[src/rtl/ssm_pkg.sv]
// ----------------------------------------------------------------------------
// ssm_pkg
// Shared types and constants for the radar startup self-test monitor:
// item words, configuration set, state codes and event codes.
// ----------------------------------------------------------------------------
`default_nettype none

package ssm_pkg;

    // Field widths fixed by the item and register formats.
    localparam int unsigned SPEED_W   = 16;
    localparam int unsigned SPDMIN_W  = 15;
    localparam int unsigned RANGE_W   = 12;
    localparam int unsigned CONF_W    = 8;
    localparam int unsigned ELAPSED_W = 20;
    localparam int unsigned CYCLE_W   = 10;
    localparam int unsigned CFG_IDX_W = 3;
    localparam int unsigned CFG_DAT_W = 20;

    // Component state codes; every other code means not running.
    localparam logic [1:0] COMP_RUN      = 2'd0;
    localparam logic [1:0] COMP_TEMP_ERR = 2'd1;

    // Configuration register indexes.
    localparam logic [CFG_IDX_W-1:0] REG_SELFTEST_ENABLE = 3'd0;
    localparam logic [CFG_IDX_W-1:0] REG_SPEED_MIN       = 3'd1;
    localparam logic [CFG_IDX_W-1:0] REG_RANGE_MIN       = 3'd2;
    localparam logic [CFG_IDX_W-1:0] REG_CONF_MIN        = 3'd3;
    localparam logic [CFG_IDX_W-1:0] REG_REACT_RANGE     = 3'd4;
    localparam logic [CFG_IDX_W-1:0] REG_REACT_CONF      = 3'd5;
    localparam logic [CFG_IDX_W-1:0] REG_TIME_LIMIT_MS   = 3'd6;
    localparam logic [CFG_IDX_W-1:0] REG_CYCLE_TIME_MS   = 3'd7;

    // Register reset values.
    localparam logic [ELAPSED_W-1:0] TIME_LIMIT_RST = 20'd120000;
    localparam logic [CYCLE_W-1:0]   CYCLE_TIME_RST = 10'd60;

    // Self-test states.
    typedef enum logic [1:0] {
        ST_STARTUP = 2'd0,
        ST_ON      = 2'd1,
        ST_OFF     = 2'd2
    } t_state;

    // Event codes.
    typedef enum logic [1:0] {
        EV_NONE     = 2'd0,
        EV_INACTIVE = 2'd1,
        EV_ACTIVE   = 2'd2
    } t_event;

    // One measurement cycle word.
    typedef struct packed {
        logic [1:0]                comp_state;
        logic signed [SPEED_W-1:0] ego_speed;
        logic                      my_active;
        logic [RANGE_W-1:0]        range_moving;
        logic [RANGE_W-1:0]        range_stationary;
        logic [RANGE_W-1:0]        range_stat_max;
        logic [CONF_W-1:0]         conf_moving;
        logic [CONF_W-1:0]         conf_stationary;
    } t_in_item;

    // One result word.
    typedef struct packed {
        logic [1:0] test_state;
        logic [1:0] selftest_event;
        logic [1:0] blockage_event;
        logic [1:0] not_measured_event;
        logic [1:0] not_measured_fail_event;
    } t_out_item;

    // Configuration register set.
    typedef struct packed {
        logic                 selftest_enable;
        logic [SPDMIN_W-1:0]  speed_min;
        logic [RANGE_W-1:0]   range_min;
        logic [CONF_W-1:0]    conf_min;
        logic [RANGE_W-1:0]   react_range;
        logic [CONF_W-1:0]    react_conf;
        logic [ELAPSED_W-1:0] time_limit_ms;
        logic [CYCLE_W-1:0]   cycle_time_ms;
    } t_cfg;

    // Self-test state carried from one word to the next.
    typedef struct packed {
        t_state               cur;
        t_state               last;
        logic [ELAPSED_W-1:0] elapsed;
    } t_test_regs;

endpackage

`default_nettype wire

[src/rtl/ssm_eval.sv]
// ----------------------------------------------------------------------------
// ssm_eval
// Evaluates one measurement word against the self-test state: pass criteria,
// time-out counting, state transitions and event codes.
// ----------------------------------------------------------------------------
`default_nettype none

module ssm_eval (
    input  wire ssm_pkg::t_cfg       i_cfg,
    input  wire ssm_pkg::t_in_item   i_item,
    input  wire ssm_pkg::t_test_regs i_regs,
    output ssm_pkg::t_test_regs      o_regs,
    output ssm_pkg::t_out_item       o_res
);

    logic                             spd_ok;
    logic                             bypass;
    logic                             weak_ok;
    logic                             strong_ok;
    logic                             w_mov_ok;
    logic                             w_c1;
    logic                             w_c2;
    logic                             w_c3;
    logic                             s_mov_ok;
    logic                             s_c1;
    logic                             s_c2;
    logic                             s_c3;
    logic [ssm_pkg::CONF_W:0]         conf_x2;
    logic [ssm_pkg::CONF_W+1:0]       conf_x4;
    logic [ssm_pkg::ELAPSED_W:0]      time_sum;
    logic [ssm_pkg::ELAPSED_W-1:0]    time_sat;
    ssm_pkg::t_event                  ev_st;
    ssm_pkg::t_event                  ev_bl;
    ssm_pkg::t_event                  ev_nm;
    ssm_pkg::t_event                  ev_nf;

    // Speed gate: a negative speed never exceeds the unsigned minimum.
    assign spd_ok = !i_item.ego_speed[ssm_pkg::SPEED_W-1]
                  && (i_item.ego_speed[ssm_pkg::SPEED_W-2:0] > i_cfg.speed_min);
    assign bypass = !i_cfg.selftest_enable || i_item.my_active;

    // Doubled and quadrupled stationary confidence thresholds.
    assign conf_x2 = {i_cfg.conf_min, 1'b0};
    assign conf_x4 = {i_cfg.conf_min, 2'b00};

    // Weak activation criteria used in startup.
    assign w_mov_ok = (i_item.range_moving > i_cfg.range_min)
                   || (i_item.conf_moving < i_cfg.conf_min);
    assign w_c1 = (i_item.range_moving > i_cfg.range_min)
               && (i_item.conf_moving > i_cfg.conf_min)
               && ((i_item.range_stationary > i_cfg.range_min)
                   || (i_item.conf_stationary < i_cfg.conf_min));
    assign w_c2 = (i_item.range_stationary > i_cfg.range_min)
               && ({1'b0, i_item.conf_stationary} > conf_x2) && w_mov_ok;
    assign w_c3 = (i_item.range_stat_max > i_cfg.react_range)
               && ({2'b00, i_item.conf_stationary} > conf_x4) && w_mov_ok;
    assign weak_ok = w_c1 || w_c2 || w_c3;

    // Stronger reactivation criteria used in off.
    assign s_mov_ok = (i_item.range_moving > i_cfg.react_range)
                   || (i_item.conf_moving < i_cfg.react_conf);
    assign s_c1 = (i_item.range_moving > i_cfg.react_range)
               && (i_item.conf_moving > i_cfg.react_conf)
               && ((i_item.range_stationary > i_cfg.react_range)
                   || (i_item.conf_stationary < i_cfg.react_conf));
    assign s_c2 = (i_item.range_stationary > i_cfg.react_range)
               && (i_item.conf_stationary > i_cfg.react_conf) && s_mov_ok;
    assign s_c3 = (i_item.range_stat_max > i_cfg.react_range)
               && (i_item.conf_stationary > i_cfg.react_conf) && s_mov_ok;
    assign strong_ok = s_c1 || s_c2 || s_c3;

    // Millisecond counter advance, saturating at full scale.
    assign time_sum = {1'b0, i_regs.elapsed}
                    + {{(ssm_pkg::ELAPSED_W+1-ssm_pkg::CYCLE_W){1'b0}}, i_cfg.cycle_time_ms};
    assign time_sat = time_sum[ssm_pkg::ELAPSED_W] ? '1 : time_sum[ssm_pkg::ELAPSED_W-1:0];

    // State transition and event selection.
    always_comb begin
        o_regs = i_regs;
        ev_st  = ssm_pkg::EV_NONE;
        ev_bl  = ssm_pkg::EV_NONE;
        ev_nm  = ssm_pkg::EV_NONE;
        ev_nf  = ssm_pkg::EV_NONE;
        case (i_item.comp_state)
            ssm_pkg::COMP_TEMP_ERR: begin
                ev_st = ssm_pkg::EV_INACTIVE;
                ev_bl = ssm_pkg::EV_INACTIVE;
                ev_nm = ssm_pkg::EV_INACTIVE;
                ev_nf = ssm_pkg::EV_INACTIVE;
            end
            ssm_pkg::COMP_RUN: begin
                if (bypass) begin
                    o_regs.cur = ssm_pkg::ST_ON;
                end else begin
                    o_regs.cur = i_regs.last;
                    if (spd_ok) begin
                        unique case (i_regs.last)
                            ssm_pkg::ST_STARTUP: begin
                                if (weak_ok) begin
                                    o_regs.cur  = ssm_pkg::ST_ON;
                                    o_regs.last = ssm_pkg::ST_ON;
                                end else if (i_regs.elapsed > i_cfg.time_limit_ms) begin
                                    o_regs.cur  = ssm_pkg::ST_OFF;
                                    o_regs.last = ssm_pkg::ST_OFF;
                                end else begin
                                    o_regs.elapsed = time_sat;
                                end
                            end
                            ssm_pkg::ST_OFF: begin
                                if (strong_ok) begin
                                    o_regs.cur  = ssm_pkg::ST_ON;
                                    o_regs.last = ssm_pkg::ST_ON;
                                end else begin
                                    o_regs.elapsed = time_sat;
                                end
                            end
                            default: begin
                            end
                        endcase
                    end
                end

                // Events follow the state after this word.
                unique case (o_regs.cur)
                    ssm_pkg::ST_STARTUP: begin
                        ev_st = ssm_pkg::EV_ACTIVE;
                        ev_bl = ssm_pkg::EV_INACTIVE;
                        ev_nm = ssm_pkg::EV_ACTIVE;
                    end
                    ssm_pkg::ST_ON: begin
                        ev_st = ssm_pkg::EV_INACTIVE;
                        ev_nm = ssm_pkg::EV_INACTIVE;
                        ev_nf = ssm_pkg::EV_INACTIVE;
                    end
                    ssm_pkg::ST_OFF: begin
                        ev_st = ssm_pkg::EV_ACTIVE;
                        ev_bl = ssm_pkg::EV_ACTIVE;
                        ev_nm = ssm_pkg::EV_ACTIVE;
                        ev_nf = ssm_pkg::EV_ACTIVE;
                    end
                    default: begin
                        ev_st = ssm_pkg::EV_ACTIVE;
                        ev_bl = ssm_pkg::EV_ACTIVE;
                    end
                endcase
            end
            default: begin
                // Component not running: state held, all events left at none.
            end
        endcase
    end

    // Result word.
    assign o_res.test_state              = o_regs.cur;
    assign o_res.selftest_event          = ev_st;
    assign o_res.blockage_event          = ev_bl;
    assign o_res.not_measured_event      = ev_nm;
    assign o_res.not_measured_fail_event = ev_nf;

endmodule

`default_nettype wire

[src/rtl/sensor_selftest_monitor_core.sv]
// ----------------------------------------------------------------------------
// sensor_selftest_monitor_core
// Radar startup self-test monitor: one measurement word in, one status word
// with test state and four event codes out.
// ----------------------------------------------------------------------------
// Usage:
//   Input words arrive on i_in_valid / o_in_stall / i_in_data and are taken
//   at an edge with valid high and stall low. Each word yields exactly one
//   result word on o_out_valid / i_out_stall / o_out_data.
//   A word is first captured in the input register; it is then evaluated
//   against the self-test state and the result register is loaded once that
//   register is empty or its word is being taken by the receiver.
//   One word is taken per clock while the receiver does not stall. The state
//   feedback loop (criteria compare, counter add and state update) closes
//   through the self-test state register, loaded with the result register.
//   When the receiver stalls, the result register holds its word; o_in_stall
//   rises once the input register is full. Reset clears both stages, puts
//   the test in startup with a zero counter and loads the register defaults.
//   Registers are written on i_cfg_we with i_cfg_idx selecting the register;
//   the user must write only while the block is idle; it is not enforced.
// ----------------------------------------------------------------------------
`default_nettype none

module sensor_selftest_monitor_core (
    input  wire                                i_clk,
    input  wire                                i_rst_n,
    // Configuration write port.
    input  wire                                i_cfg_we,
    input  wire [ssm_pkg::CFG_IDX_W-1:0]       i_cfg_idx,
    input  wire [ssm_pkg::CFG_DAT_W-1:0]       i_cfg_data,
    // Measurement words.
    input  wire                                i_in_valid,
    output logic                               o_in_stall,
    input  wire ssm_pkg::t_in_item             i_in_data,
    // Result words.
    output logic                               o_out_valid,
    input  wire                                i_out_stall,
    output ssm_pkg::t_out_item                 o_out_data
);

    ssm_pkg::t_cfg       r_cfg;
    ssm_pkg::t_test_regs r_regs;
    ssm_pkg::t_test_regs n_regs;
    logic                r_in_valid;
    ssm_pkg::t_in_item   r_in;
    logic                r_out_valid;
    ssm_pkg::t_out_item  r_out;
    ssm_pkg::t_out_item  n_out;
    logic                advance;
    logic                in_take;

    // Pipeline flow control.
    assign advance    = !r_out_valid || !i_out_stall;
    assign o_in_stall = r_in_valid && !advance;
    assign in_take    = i_in_valid && !o_in_stall;

    // Configuration registers.
    always_ff @(posedge i_clk) begin
        if (!i_rst_n) begin
            r_cfg.selftest_enable <= 1'b1;
            r_cfg.speed_min       <= '0;
            r_cfg.range_min       <= '0;
            r_cfg.conf_min        <= '0;
            r_cfg.react_range     <= '0;
            r_cfg.react_conf      <= '0;
            r_cfg.time_limit_ms   <= ssm_pkg::TIME_LIMIT_RST;
            r_cfg.cycle_time_ms   <= ssm_pkg::CYCLE_TIME_RST;
        end else if (i_cfg_we) begin
            unique case (i_cfg_idx)
                ssm_pkg::REG_SELFTEST_ENABLE: r_cfg.selftest_enable <= i_cfg_data[0];
                ssm_pkg::REG_SPEED_MIN:
                    r_cfg.speed_min <= i_cfg_data[ssm_pkg::SPDMIN_W-1:0];
                ssm_pkg::REG_RANGE_MIN:
                    r_cfg.range_min <= i_cfg_data[ssm_pkg::RANGE_W-1:0];
                ssm_pkg::REG_CONF_MIN:
                    r_cfg.conf_min <= i_cfg_data[ssm_pkg::CONF_W-1:0];
                ssm_pkg::REG_REACT_RANGE:
                    r_cfg.react_range <= i_cfg_data[ssm_pkg::RANGE_W-1:0];
                ssm_pkg::REG_REACT_CONF:
                    r_cfg.react_conf <= i_cfg_data[ssm_pkg::CONF_W-1:0];
                ssm_pkg::REG_TIME_LIMIT_MS:
                    r_cfg.time_limit_ms <= i_cfg_data[ssm_pkg::ELAPSED_W-1:0];
                ssm_pkg::REG_CYCLE_TIME_MS:
                    r_cfg.cycle_time_ms <= i_cfg_data[ssm_pkg::CYCLE_W-1:0];
                default: begin
                end
            endcase
        end
    end

    // Input register.
    always_ff @(posedge i_clk) begin
        if (!i_rst_n) begin
            r_in_valid <= 1'b0;
        end else if (!o_in_stall) begin
            r_in_valid <= i_in_valid;
        end
    end

    always_ff @(posedge i_clk) begin
        if (in_take) begin
            r_in <= i_in_data;
        end
    end

    // Evaluation of the registered word.
    ssm_eval u_eval (
        .i_cfg  (r_cfg),
        .i_item (r_in),
        .i_regs (r_regs),
        .o_regs (n_regs),
        .o_res  (n_out)
    );

    // Self-test state, updated once per evaluated word.
    always_ff @(posedge i_clk) begin
        if (!i_rst_n) begin
            r_regs.cur     <= ssm_pkg::ST_STARTUP;
            r_regs.last    <= ssm_pkg::ST_STARTUP;
            r_regs.elapsed <= '0;
        end else if (r_in_valid && advance) begin
            r_regs <= n_regs;
        end
    end

    // Result register.
    always_ff @(posedge i_clk) begin
        if (!i_rst_n) begin
            r_out_valid <= 1'b0;
        end else if (advance) begin
            r_out_valid <= r_in_valid;
        end
    end

    always_ff @(posedge i_clk) begin
        if (r_in_valid && advance) begin
            r_out <= n_out;
        end
    end

    assign o_out_valid = r_out_valid;
    assign o_out_data  = r_out;

endmodule

`default_nettype wire

[config.mk]
export PLATFORM = sky130hd
export DESIGN_NAME = sensor_selftest_monitor_core
export DESIGN_NICKNAME = d
export VERILOG_FILES = /design/src/rtl/ssm_pkg.sv /design/src/rtl/ssm_eval.sv /design/src/rtl/sensor_selftest_monitor_core.sv
export SDC_FILE = /design/constraint.sdc
export NUM_CORES = 1
export LEC_CHECK = 0
export ABC_CLOCK_PERIOD_IN_PS = 4500
export BUFFER_PORTS_ARGS = -buffer_cell sky130_fd_sc_hd__buf_4
export CELL_PAD_IN_SITES_DETAIL_PLACEMENT = 1
export CELL_PAD_IN_SITES_GLOBAL_PLACEMENT = 2
export CORE_MARGIN = 1
export CORE_UTILIZATION = 31
export CTS_CLUSTER_SIZE = 8
export DETAILED_ROUTE_END_ITERATION = 8
export PLACE_DENSITY = 0.8
export SKIP_LAST_GASP = 1
export SLEW_MARGIN = 10
export SYNTH_ARGS = -nofsm -noshare
export SYNTH_HDL_FRONTEND = slang
export SYNTH_SLANG_ARGS = --single-unit
[constraint.sdc]
create_clock -name i_clk -period 4.5 [get_ports i_clk]
set_clock_uncertainty 0.1 [all_clocks]
set_input_delay 0.45 -clock i_clk [delete_from_list [all_inputs] [get_ports i_clk]]
set_output_delay 0.45 -clock i_clk [all_outputs]
set_load 0.01 [all_outputs]
==> results.toml <==
[worst_setup_path]
crit_path_end_kind = "register"
crit_arrival_ps = 3960
cpMostUsedCell = "a21oi_1"
critPathKind = "reg -> reg"
cpPeakStageDelay_ps = 730
required_ps = 4750
crit_chain = "inv_1 -> ha_1 -> a21oi_1 -> o21ai_0 -> a2111oi_0 -> a21oi_1 -> o221ai_1 -> nand3_1 -> a21oi_4 -> a41oi_1 -> a311oi_1"
critical_path_buf_inv_count = 1
crit_slowest_cell = "a21oi_4"
crit_fanout = 32
crit_family = "compound AO/OA/AOI/OAI gates"
cp-start-kind = "register"

[power]
p_per_area_nw_per_um2 = 322.0
power.leakage_nw = 4.812
total_power_mw = 3.998
ir_drop_mv = 0.2752

[synth]
synth_area_leader_cell = "edfxtp_1"
synthTopCellsByArea = "edfxtp_1, dfxtp_1, ha_1"
yosysWarnings = 0
avgSynthCellArea_um2 = 9.368
netlist_top_cells_count = "nand2_1, ha_1, a21oi_1, dfxtp_1, inv_1"
ys.flop_type = "dfxtp_1"
synth_seq_cells = 192
synth_edf_count = 80
synth_most_common_cell = "nand2_1"
netlist_instances = 1122
yosys.area.top_type_share = 0.2285
synth_cell_types = 73
synth_seq_area_share = 0.4419
syn-cell-area_um2 = 10510
async_reset_ff_frac = 0
syn-num-nets = 1371

[clock_tree]
cts_hold_buffers = 0
ctsResizeCount = 0
cts_htree_levels = 4
clockBufferDepth = 2
cts_setup_buffers = 0
clock_sinks = 192
numCtsBuffers = 17
cts_tree = "done"
clkTransAtPathRegs_ps = 80
worstSkewPairLatency_ps = 450
cts_root_buf = "clkbuf_16"

[sta]
finalMaxSlewViolations = 0
fmaxAchievable_ghz = 0.2696
fin_ws_ps = 791.2
timing.slew.headroom = 0.4276
grt_setup_unrepaired = "no"
fin_tns_setup_ps = 0
setup_viol = 0
hold_violations = 0
post-route-min-period_ps = 3709
finalCritPeriodShare = 0.8242
worst_pin_slew_ps = 855.5

[global_routing]
grt_max_degree = 62
grt_pass1_wl_um = 47880
grtUsageTotal = 0.1821
grt_pass1_vias = 8794
antenna_found_initial = 1
gr-total-overflow = 0

[finish]
drive_gt1_frac = 0.1380
finish.utilization = 0.3712
area.growth.synth_to_final_pct = 18.13
layout.nets = 1475
fillers = 3852

[placement]
place_congestion = 0.8611
port_buffers = 110
hpwlAfterDp_um = 23170
dp_slack_ps = 797.5

[floorplanning]
fp.dieH_um = 186.1
io_pins = 111
num_rows = 67
coreArea_um2 = 33450
dieWidth_um = 186.1
fp.dieArea_um2 = 34650
start_util = 0.3143

[drt]
vias_per_cell = 5.036
via_count = 8500
firstDrtPassIters = 5
routed_wl_um = 30480
drc_errors = 0
drtIter0Drc = 321
ant_nets = 0
wl_per_cell_um = 18.06

[job]
maxCapViolations = 0

[outcome]
status = "finished clean"

[hold_path]
hold_path_class = "in -> reg"
[routing by layer]
layer	track usage	share of wire	up-vias
met2	0.3128	0.48	134
met4	0.05443	0.015	0
li1	-	-	4227
met3	0.03037	0.029	30
met5	0	0	-
met1	0.2330	0.48	4109
[worst paths after layout]
| kind | depth (start not counted) | to | startpoint | slack [ps] |
|---|---|---|---|---|
| max | 11 | r_regs[12] | r_cfg[49] | 790 |
| min | 1 | r_in[8] | i_in_data[8] | 70 |
| max reg2reg | 11 | r_regs[12] | r_cfg[49] | 790 |
| min reg2reg | 2 | r_cfg[31] | r_cfg[31] | 360 |
[logic make-up (layout without fill, tap and decap cells)]
group	Yosys count	after routing	synth area share
AOI/OAI and AO/OA	263	263	0.1564
xor gates and xnor gates	7	7	0.005833
adders and majority gates	150	150	0.1793
buffers and inverters	128	245	0.04964
DFF	192	192	0.4419
muxes	2	2	0.002024
other	0	1	0
and+or+nand+nor	380	380	0.1650
[area by class of cell]
| type | count | area, µm² | area share |
|---|---|---|---|
| Timing Repair Buffer | 116 | 883.3 | 0.07114 |
| Clock buffer | 18 | 439.2 | 0.03537 |
| Clock inverter | 14 | 170.2 | 0.01370 |
| Antenna cell | 1 | 2.502 | 0.0002015 |
| Tap cell | 448 | 560.5 | 0.04514 |
| Multi-Input combinational cell | 802 | 5353 | 0.4311 |
| Sequential cell | 192 | 4644 | 0.3740 |
| Inverter | 97 | 364.1 | 0.02932 |
[through the flow]
| stage | hold WS, ps | area (µm²) | cells |
|---|---|---|---|
| final | 68.74 | 12420 | 1688 |
| after global routing | 46.44 | 12420 | 1688 |
| after CTS | 46.60 | 12410 | 1687 |
| after detailed placement | 349.1 | 11810 | 1655 |
| after global placement | 341.4 | 11810 | 1655 |
| after floorplan | 336.3 | 10510 | 1122 |
[state kept, by name (all words and copies together), names as in the netlist]
register and flops:
r_cfg 86, r_in 71, r_regs 24, o_out_data 9, o_out_valid 1, r_in_valid 1
[report_power, final]
group | total, mW | internal, mW | switching [mW] | leakage [nW]
logic | 0.452 | 0.195 | 0.257 | 2.82
clock network | 1.63 | 0.858 | 0.768 | 0.302
registers | 1.92 | 1.88 | 0.0409 | 1.69
total | 4.00 | 2.93 | 1.07 | 4.81
[cells in the final DEF, fill, tap and decap left out, types with 5 or more instances in the layout]
cell type / count
a31oi_1: 7
and2_1: 5
a211oi_1: 10
nand3_1: 29
dfxtp_1: 112
a21oi_1: 141
and3_1: 15
buf_4: 115
o21ai_0: 21
nand4_1: 26
nor2_1: 41
nor2b_1: 12
ha_1: 149
nor3_1: 18
a21o_1: 9
o211ai_1: 16
nand2_1: 203
or3_1: 5
a21boi_0: 6
a311oi_1: 5
clkbuf_16: 17
inv_1: 96
o31ai_1: 5
nand2b_1: 11
edfxtp_1: 80
No activity file was read; power rests on OpenSTA's default activity.
